**config.mk**
```make
export PLATFORM = sky130hd
export DESIGN_NAME = encoder_edge_period_tracker_core
export DESIGN_NICKNAME = d
export VERILOG_FILES = /design/src/rtl/eept_pkg.sv /design/src/rtl/eept_csr.sv /design/src/rtl/eept_track.sv /design/src/rtl/encoder_edge_period_tracker_core.sv
export SDC_FILE = /design/constraint.sdc
export NUM_CORES = 2
export LEC_CHECK = 0
export ABC_AREA = 1
export ABC_CLOCK_PERIOD_IN_PS = 28700
export BUFFER_PORTS_ARGS = -buffer_cell sky130_fd_sc_hd__clkbuf_2
export CAP_MARGIN = 20
export CORE_UTILIZATION = 50
export CTS_BUF_LIST = sky130_fd_sc_hd__clkbuf_4
export DETAILED_ROUTE_END_ITERATION = 7
export PLACE_DENSITY = 0.74
export SETUP_SLACK_MARGIN = 0.1
export SLEW_MARGIN = 5
export SYNTH_ARGS = -nofsm -noshare
export SYNTH_HDL_FRONTEND = slang
export SYNTH_SLANG_ARGS = --single-unit
```
**constraint.sdc**
```tcl
create_clock -name clock -period 28.7 [get_ports clock]
set_input_delay 1.435 -clock clock [delete_from_list [all_inputs] [get_ports clock]]
set_output_delay 1.435 -clock clock [all_outputs]
set_load 0.05 [all_outputs]
```
**src/rtl/eept_pkg.sv**
```systemverilog
// Shared types and constants for the encoder edge period tracker.
package eept_pkg;

   localparam int unsigned TIME_W  = 64;
   localparam int unsigned TALLY_W = 32;
   localparam int unsigned REFR_W  = 32;
   localparam int unsigned TGT_W   = 16;
   localparam int unsigned CSR_AW  = 2;
   localparam int unsigned CSR_DW  = 32;

   localparam logic [REFR_W-1:0]  REFRACTORY_RESET = REFR_W'(10000);
   localparam logic [TALLY_W-1:0] TALLY_MAX        = '1;

   // command codes
   localparam logic CMD_EDGE    = 1'b0;
   localparam logic CMD_RESTART = 1'b1;

   // register indexes
   localparam logic [CSR_AW-1:0] CSR_REFRACTORY = 2'd0;
   localparam logic [CSR_AW-1:0] CSR_CAL_MODE   = 2'd1;
   localparam logic [CSR_AW-1:0] CSR_TARGET     = 2'd2;

   typedef struct packed {
      logic              cmd;
      logic              channel;
      logic [TIME_W-1:0] time_us;
   } req_type;

   typedef struct packed {
      logic               accepted;
      logic [TIME_W-1:0]  interval_sum_us;
      logic [TALLY_W-1:0] interval_count;
      logic [TALLY_W-1:0] edges_seen;
      logic [TIME_W-1:0]  first_edge_us;
      logic [TIME_W-1:0]  target_edge_us;
      logic               cal_complete;
   } rsp_type;

   typedef struct packed {
      logic [REFR_W-1:0] refractory_us;
      logic              calibrate_mode;
      logic [TGT_W-1:0]  target_edge_count;
   } cfg_type;

   function automatic logic [TALLY_W-1:0] sat_inc(input logic [TALLY_W-1:0] v);
      sat_inc = (v == TALLY_MAX) ? v : v + TALLY_W'(1);
   endfunction

endpackage

```
**src/rtl/eept_csr.sv**
```systemverilog
// Configuration registers of the encoder edge period tracker.
module eept_csr
   import eept_pkg::*;
(
   input  logic              clock,
   input  logic              reset,
   input  logic              csr_we,
   input  logic [CSR_AW-1:0] csr_addr,
   input  logic [CSR_DW-1:0] csr_wdata,
   output cfg_type           cfg
);

   cfg_type cfg_ff;
   cfg_type cfg_in;

   always_comb begin
      cfg_in = cfg_ff;
      if (csr_we) begin
         case (csr_addr)
            CSR_REFRACTORY: cfg_in.refractory_us     = csr_wdata[REFR_W-1:0];
            CSR_CAL_MODE:   cfg_in.calibrate_mode    = csr_wdata[0];
            CSR_TARGET:     cfg_in.target_edge_count = csr_wdata[TGT_W-1:0];
            default:        cfg_in = cfg_ff;
         endcase
      end
   end

   always_ff @(posedge clock) begin
      if (reset) begin
         cfg_ff.refractory_us     <= REFRACTORY_RESET;
         cfg_ff.calibrate_mode    <= 1'b0;
         cfg_ff.target_edge_count <= '0;
      end else begin
         cfg_ff <= cfg_in;
      end
   end

   assign cfg = cfg_ff;

endmodule

```
**src/rtl/eept_track.sv**
```systemverilog
// Per-channel interval state and calibration capture, updated once per word.
module eept_track
   import eept_pkg::*;
(
   input  logic    clock,
   input  logic    reset,
   input  logic    fire,
   input  req_type item,
   input  cfg_type cfg,
   output rsp_type result
);

   logic [TIME_W-1:0]  last_time_ff [2];
   logic [TIME_W-1:0]  last_time_in [2];
   logic [TIME_W-1:0]  sum_ff       [2];
   logic [TIME_W-1:0]  sum_in       [2];
   logic [TALLY_W-1:0] tally_ff     [2];
   logic [TALLY_W-1:0] tally_in     [2];
   logic [TALLY_W-1:0] edges_ff;
   logic [TALLY_W-1:0] edges_in;
   logic [TIME_W-1:0]  first_ff;
   logic [TIME_W-1:0]  first_in;
   logic [TIME_W-1:0]  target_ff;
   logic [TIME_W-1:0]  target_in;

   logic [TIME_W-1:0]  delta;
   logic               pass;
   logic               acc;

   // interval wraps modulo 2^64, so a backwards timestamp normally passes
   assign delta = item.time_us - last_time_ff[item.channel];
   assign pass  = delta >= {{(TIME_W-REFR_W){1'b0}}, cfg.refractory_us};

   always_comb begin
      last_time_in = last_time_ff;
      sum_in       = sum_ff;
      tally_in     = tally_ff;
      edges_in     = edges_ff;
      first_in     = first_ff;
      target_in    = target_ff;
      acc          = 1'b0;
      if (item.cmd == CMD_RESTART) begin
         for (int i = 0; i < 2; i++) begin
            last_time_in[i] = item.time_us;
            sum_in[i]       = '0;
            tally_in[i]     = '0;
         end
         edges_in = '0;
      end else if (cfg.calibrate_mode) begin
         if (edges_ff == '0)
            first_in = item.time_us;
         if (edges_ff == {{(TALLY_W-TGT_W){1'b0}}, cfg.target_edge_count})
            target_in = item.time_us;
         edges_in = sat_inc(edges_ff);
         acc      = 1'b1;
      end else if (pass) begin
         last_time_in[item.channel] = item.time_us;
         sum_in[item.channel]       = sum_ff[item.channel] + delta;
         tally_in[item.channel]     = sat_inc(tally_ff[item.channel]);
         acc                        = 1'b1;
      end
   end

   always_ff @(posedge clock) begin
      if (reset) begin
         for (int i = 0; i < 2; i++) begin
            last_time_ff[i] <= '0;
            sum_ff[i]       <= '0;
            tally_ff[i]     <= '0;
         end
         edges_ff  <= '0;
         first_ff  <= '0;
         target_ff <= '0;
      end else if (fire) begin
         last_time_ff <= last_time_in;
         sum_ff       <= sum_in;
         tally_ff     <= tally_in;
         edges_ff     <= edges_in;
         first_ff     <= first_in;
         target_ff    <= target_in;
      end
   end

   always_comb begin
      result.accepted        = acc;
      result.interval_sum_us = sum_in[item.channel];
      result.interval_count  = tally_in[item.channel];
      result.edges_seen      = edges_in;
      result.first_edge_us   = first_in;
      result.target_edge_us  = target_in;
      result.cal_complete    = edges_in > {{(TALLY_W-TGT_W){1'b0}}, cfg.target_edge_count};
   end

endmodule

```
**src/rtl/encoder_edge_period_tracker_core.sv**
```systemverilog
// Top level of the encoder edge period tracker: input and result registers around the update.
//
//   channel | ports                         | direction | payload
//   --------+-------------------------------+-----------+-------------------------
//   request | req_valid/req_ready/req_data  | in        | cmd, channel, time_us
//   result  | rsp_valid/rsp_ready/rsp_data  | out       | one result word per request
//   config  | csr_we/csr_addr/csr_wdata     | in        | write only, no wait
//
// One word per cycle sustained while rsp_ready is high; rsp_valid rises at the edge that
// moves the word from the input register into the result register. The state update
// sits between them. Synchronous active-high reset clears control, tracking state and
// config. When rsp_ready is low both stages hold and req_ready drops once full.
module encoder_edge_period_tracker_core
   import eept_pkg::*;
(
   input  logic              clock,
   input  logic              reset,
   input  logic              req_valid,
   output logic              req_ready,
   input  req_type           req_data,
   output logic              rsp_valid,
   input  logic              rsp_ready,
   output rsp_type           rsp_data,
   input  logic              csr_we,
   input  logic [CSR_AW-1:0] csr_addr,
   input  logic [CSR_DW-1:0] csr_wdata
);

   cfg_type cfg;
   rsp_type result;

   logic    in_valid_ff;
   req_type in_data_ff;
   logic    out_valid_ff;
   rsp_type out_data_ff;
   logic    advance;
   logic    fire;

   assign advance   = !out_valid_ff || rsp_ready;
   assign fire      = in_valid_ff && advance;
   assign req_ready = !in_valid_ff || advance;

   eept_csr u_csr (
      .clock     (clock),
      .reset     (reset),
      .csr_we    (csr_we),
      .csr_addr  (csr_addr),
      .csr_wdata (csr_wdata),
      .cfg       (cfg)
   );

   eept_track u_track (
      .clock  (clock),
      .reset  (reset),
      .fire   (fire),
      .item   (in_data_ff),
      .cfg    (cfg),
      .result (result)
   );

   always_ff @(posedge clock) begin
      if (reset) begin
         in_valid_ff  <= 1'b0;
         out_valid_ff <= 1'b0;
      end else begin
         if (req_ready)
            in_valid_ff <= req_valid;
         if (advance)
            out_valid_ff <= in_valid_ff;
      end
   end

   always_ff @(posedge clock) begin
      if (req_ready && req_valid)
         in_data_ff <= req_data;
      if (fire)
         out_data_ff <= result;
   end

   assign rsp_valid = out_valid_ff;
   assign rsp_data  = out_data_ff;

endmodule
```
==> metrics.cfg <==
[power_and_ir_drop]
finalPower_mw = 3.43
ir_drop_v = 0.0000506
p_leak_nw = 25.9
pwr_density_cell_mw_per_mm2 = 62.4

[floorplan]
num_rows = 115
pin_count = 365
die_h_um = 317
die-area_mm2 = 0.100
start_util = 0.503
die_w_um = 317
core_area_mm2 = 0.0983

[synth]
synth_area_mm2 = 0.0495
synth.area.top_cells = dfxtp_1 (21%), edfxtp_1 (20%), nand2_1 (12%), o21ai_0 (8.4%), inv_1 (8.2%)
synth_top_cell_by_area = dfxtp_1
synth_edf_count = 324
syn_inst = 6948
ys_warn_count = 0
synth-seq-area-share = 0.411
yosys-top-cells-count = nand2_1 (1,564), inv_1 (1,075), o21ai_0 (829), a21oi_1 (666), dfxtp_1 (531)
synth_seq_cells = 855
avgSynthCellArea_um2 = 7.12
synth_fp_nets = 7233
async_flop_share = 0
yosysMostFrequentCell = nand2_1
synth.top_cell.area_share = 0.215
synthFlopType = dfxtp_1
synthDistinctLibCells = 55

[timing]
hold_viol_final = 0
skew_ns = 0.0919
worst_slew_pin_slew_ns = 1.10
slew_viol_final = 0
worst_slack_ns = 20.39
hold_ws_ns = 0.435
slew-limit-headroom = 0.261
fmax_mhz = 120
rsz0062_at_grt = false
tns_ns = 0
final.period_utilization = 0.289
setup_viol = 0
min_period_ns = 8.31

[global_routing]
grt_use_total = 0.296
grt_pass1_vias = 43553
grt_pass1_wl_um = 235000
gr-total-overflow = 0
grt_max_degree = 155
antenna_found_initial = 3

[routing]
ant_nets = 0
wl_met3_um = 10500
dr_total_vias = 46930
wl_um = 152000
detail_route.wl_per_cell_um = 17.3
drt-met1-wl_um = 67000
drc = 0
top_layer = met4
vias_per_cell = 5.37
drt_first_pass_iters = 6
drt_iter0_markers = 4290
met2_length_um = 69600

[critical_path]
rr_startpoint = in_data_ff[64]$_DFFE_PP_
rrSetupSlack_ns = 20.39
cp-start-kind = register
critPathMostFrequentCell = nand2_1
path_max_fanout = 107
crit_path_end_kind = register
arrival_ns = 9.22
cp_slowest_cell = edfxtp_1
r2r_cells = 26
cp.required_ns = 29.61
r2r_end = rsp_data[237]$_DFFE_PP_
critPathMaxStageDelay_ns = 0.99
worstSetupPathType = register to register

[clock_tree]
postCtsSetupRepairBufs = 0
cts-htree-levels = 4
clkLatencyLatePin_ns = 1.18
cts_hold_buffers = 0
post_cts_resized = 0
root_buffer = clkbuf_4
cts_made_buffers = 217
clkTransAtPathRegs_ns = 0.07
tritoncts = built
clock_sinks = 855
clk_path_buf_depth = 3

[hold_path]
min_path_type = input port to register
whs_path_depth = 1
hold_start = req_data[63]
min_to = in_data_ff[63]$_DFFE_PP_

[place]
place.detailed.hpwl_um = 111000
place.gp.congestion = 0.992
place_inst = 8326
numPortBuffers = 364
dp_slack_ns = 20.41

[cells_and_area]
nets = 7546
final_layout_size_suffix_gt1_frac = 0.121
area_growth_syn_to_layout_pct = 11.2
fill_cells = 9549
layout.cells.non_filler = 8745

[outcome]
status = completed

[job]
drv_cap = 0

==> cell usage in the layout, fill, tap and decap left out, types with 40 or more instances in the layout <==
| master | instances |
|---|---|
| a21oi_1 | 666 |
| buf_4 | 40 |
| clkbuf_2 | 363 |
| clkbuf_4 | 337 |
| clkinv_1 | 54 |
| dfxtp_1 | 531 |
| edfxtp_1 | 324 |
| ha_1 | 178 |
| inv_1 | 1073 |
| mux2_2 | 61 |
| mux2i_1 | 44 |
| nand2_1 | 1562 |
| nand3_1 | 380 |
| nand4_1 | 65 |
| nor2_1 | 527 |
| nor3_1 | 49 |
| o21ai_0 | 829 |
| xor2_1 | 81 |
==> sequential cells by signal, summed over array words and instances (netlist names), 49 cells and up <==
name / flops
rsp_data: 258
u_track.last_time_ff: 128
u_track.sum_ff: 128
in_data_ff: 66
u_track.first_ff: 64
u_track.tally_ff: 64
u_track.target_ff: 64
u_csr.cfg: 49
==> power breakdown <==
group	leakage, nW	internal (mW)	switching [mW]	total, mW
Combinational	16.7	0.275	0.683	0.958
Sequential	7.46	1.35	0.0436	1.39
Clock	1.75	0.552	0.531	1.08
==> cell families (layout without fill, tap and decap cells) <==
family / Yosys count / in the layout / synth area share
buffers and inverters: 1408 / 1912 / 0.109
other: 0 / 6 / 0
adders and majority gates: 180 / 180 / 0.0458
AOI/OAI and AO/OA: 1605 / 1605 / 0.167
and+or+nand+nor: 2689 / 2689 / 0.225
xor gates and xnor gates: 106 / 106 / 0.0188
muxes: 105 / 105 / 0.0228
DFF: 855 / 855 / 0.411
==> how the worst max path moves through the flow <==
stage / from / endpoint / slack [ns] / cells past startpoint
global route: in_data_ff[64]$_DFFE_PP_ / rsp_data[239]$_DFFE_PP_ / 19.72 / 25
floorplan: rsp_ready / u_track.edges_ff[21]$_SDFFE_PP0P_ / 18.52 / 8
finish: in_data_ff[64]$_DFFE_PP_ / rsp_data[237]$_DFFE_PP_ / 20.39 / 26
CTS: in_data_ff[64]$_DFFE_PP_ / rsp_data[237]$_DFFE_PP_ / 20.40 / 26
global placement: in_data_ff[64]$_DFFE_PP_ / rsp_data[229]$_DFFE_PP_ / 20.59 / 25
detailed placement: in_data_ff[64]$_DFFE_PP_ / rsp_data[237]$_DFFE_PP_ / 20.41 / 26
==> final cells by class <==
| type | instances | area, um^2 | area share |
|---|---|---|---|
| antenna | 6 | 15.0 | 0.000273 |
| inverter | 1094 | 4120 | 0.0750 |
| clock buffer | 337 | 2530 | 0.0460 |
| sequential | 855 | 20400 | 0.370 |
| timing repair buffer | 408 | 2220 | 0.0403 |
| multi-input combinational | 4685 | 23700 | 0.431 |
| tap | 1287 | 1610 | 0.0293 |
| clock inverter | 73 | 419 | 0.00762 |
==> per-stage QoR <==
| stage | utilization | cell area, um^2 |
|---|---|---|
| floorplan | - | 49500 |
| global placement | 0.529 | 52000 |
| detailed placement | 0.529 | 52000 |
| CTS | 0.559 | 54900 |
| global route | 0.560 | 55000 |
| finish | 0.560 | 55000 |
==> critical path, delay by kind of cell, from the launching register on <==
kind	cells	cell delay [ns]
simple gates	14	2.74
buf+inv	3	2.33
flops	1	0.99
compound gates	6	0.80
fa+ha+maj	2	0.61
xor+xnor	1	0.48
==> per-layer routing <==
metal	global-route usage	up-vias
met4	0.110	0
met1	0.394	21652
li1	-	23445
met2	0.482	1591
met5	0	-
met3	0.0516	242
Power figures use the tool's default switching activity.
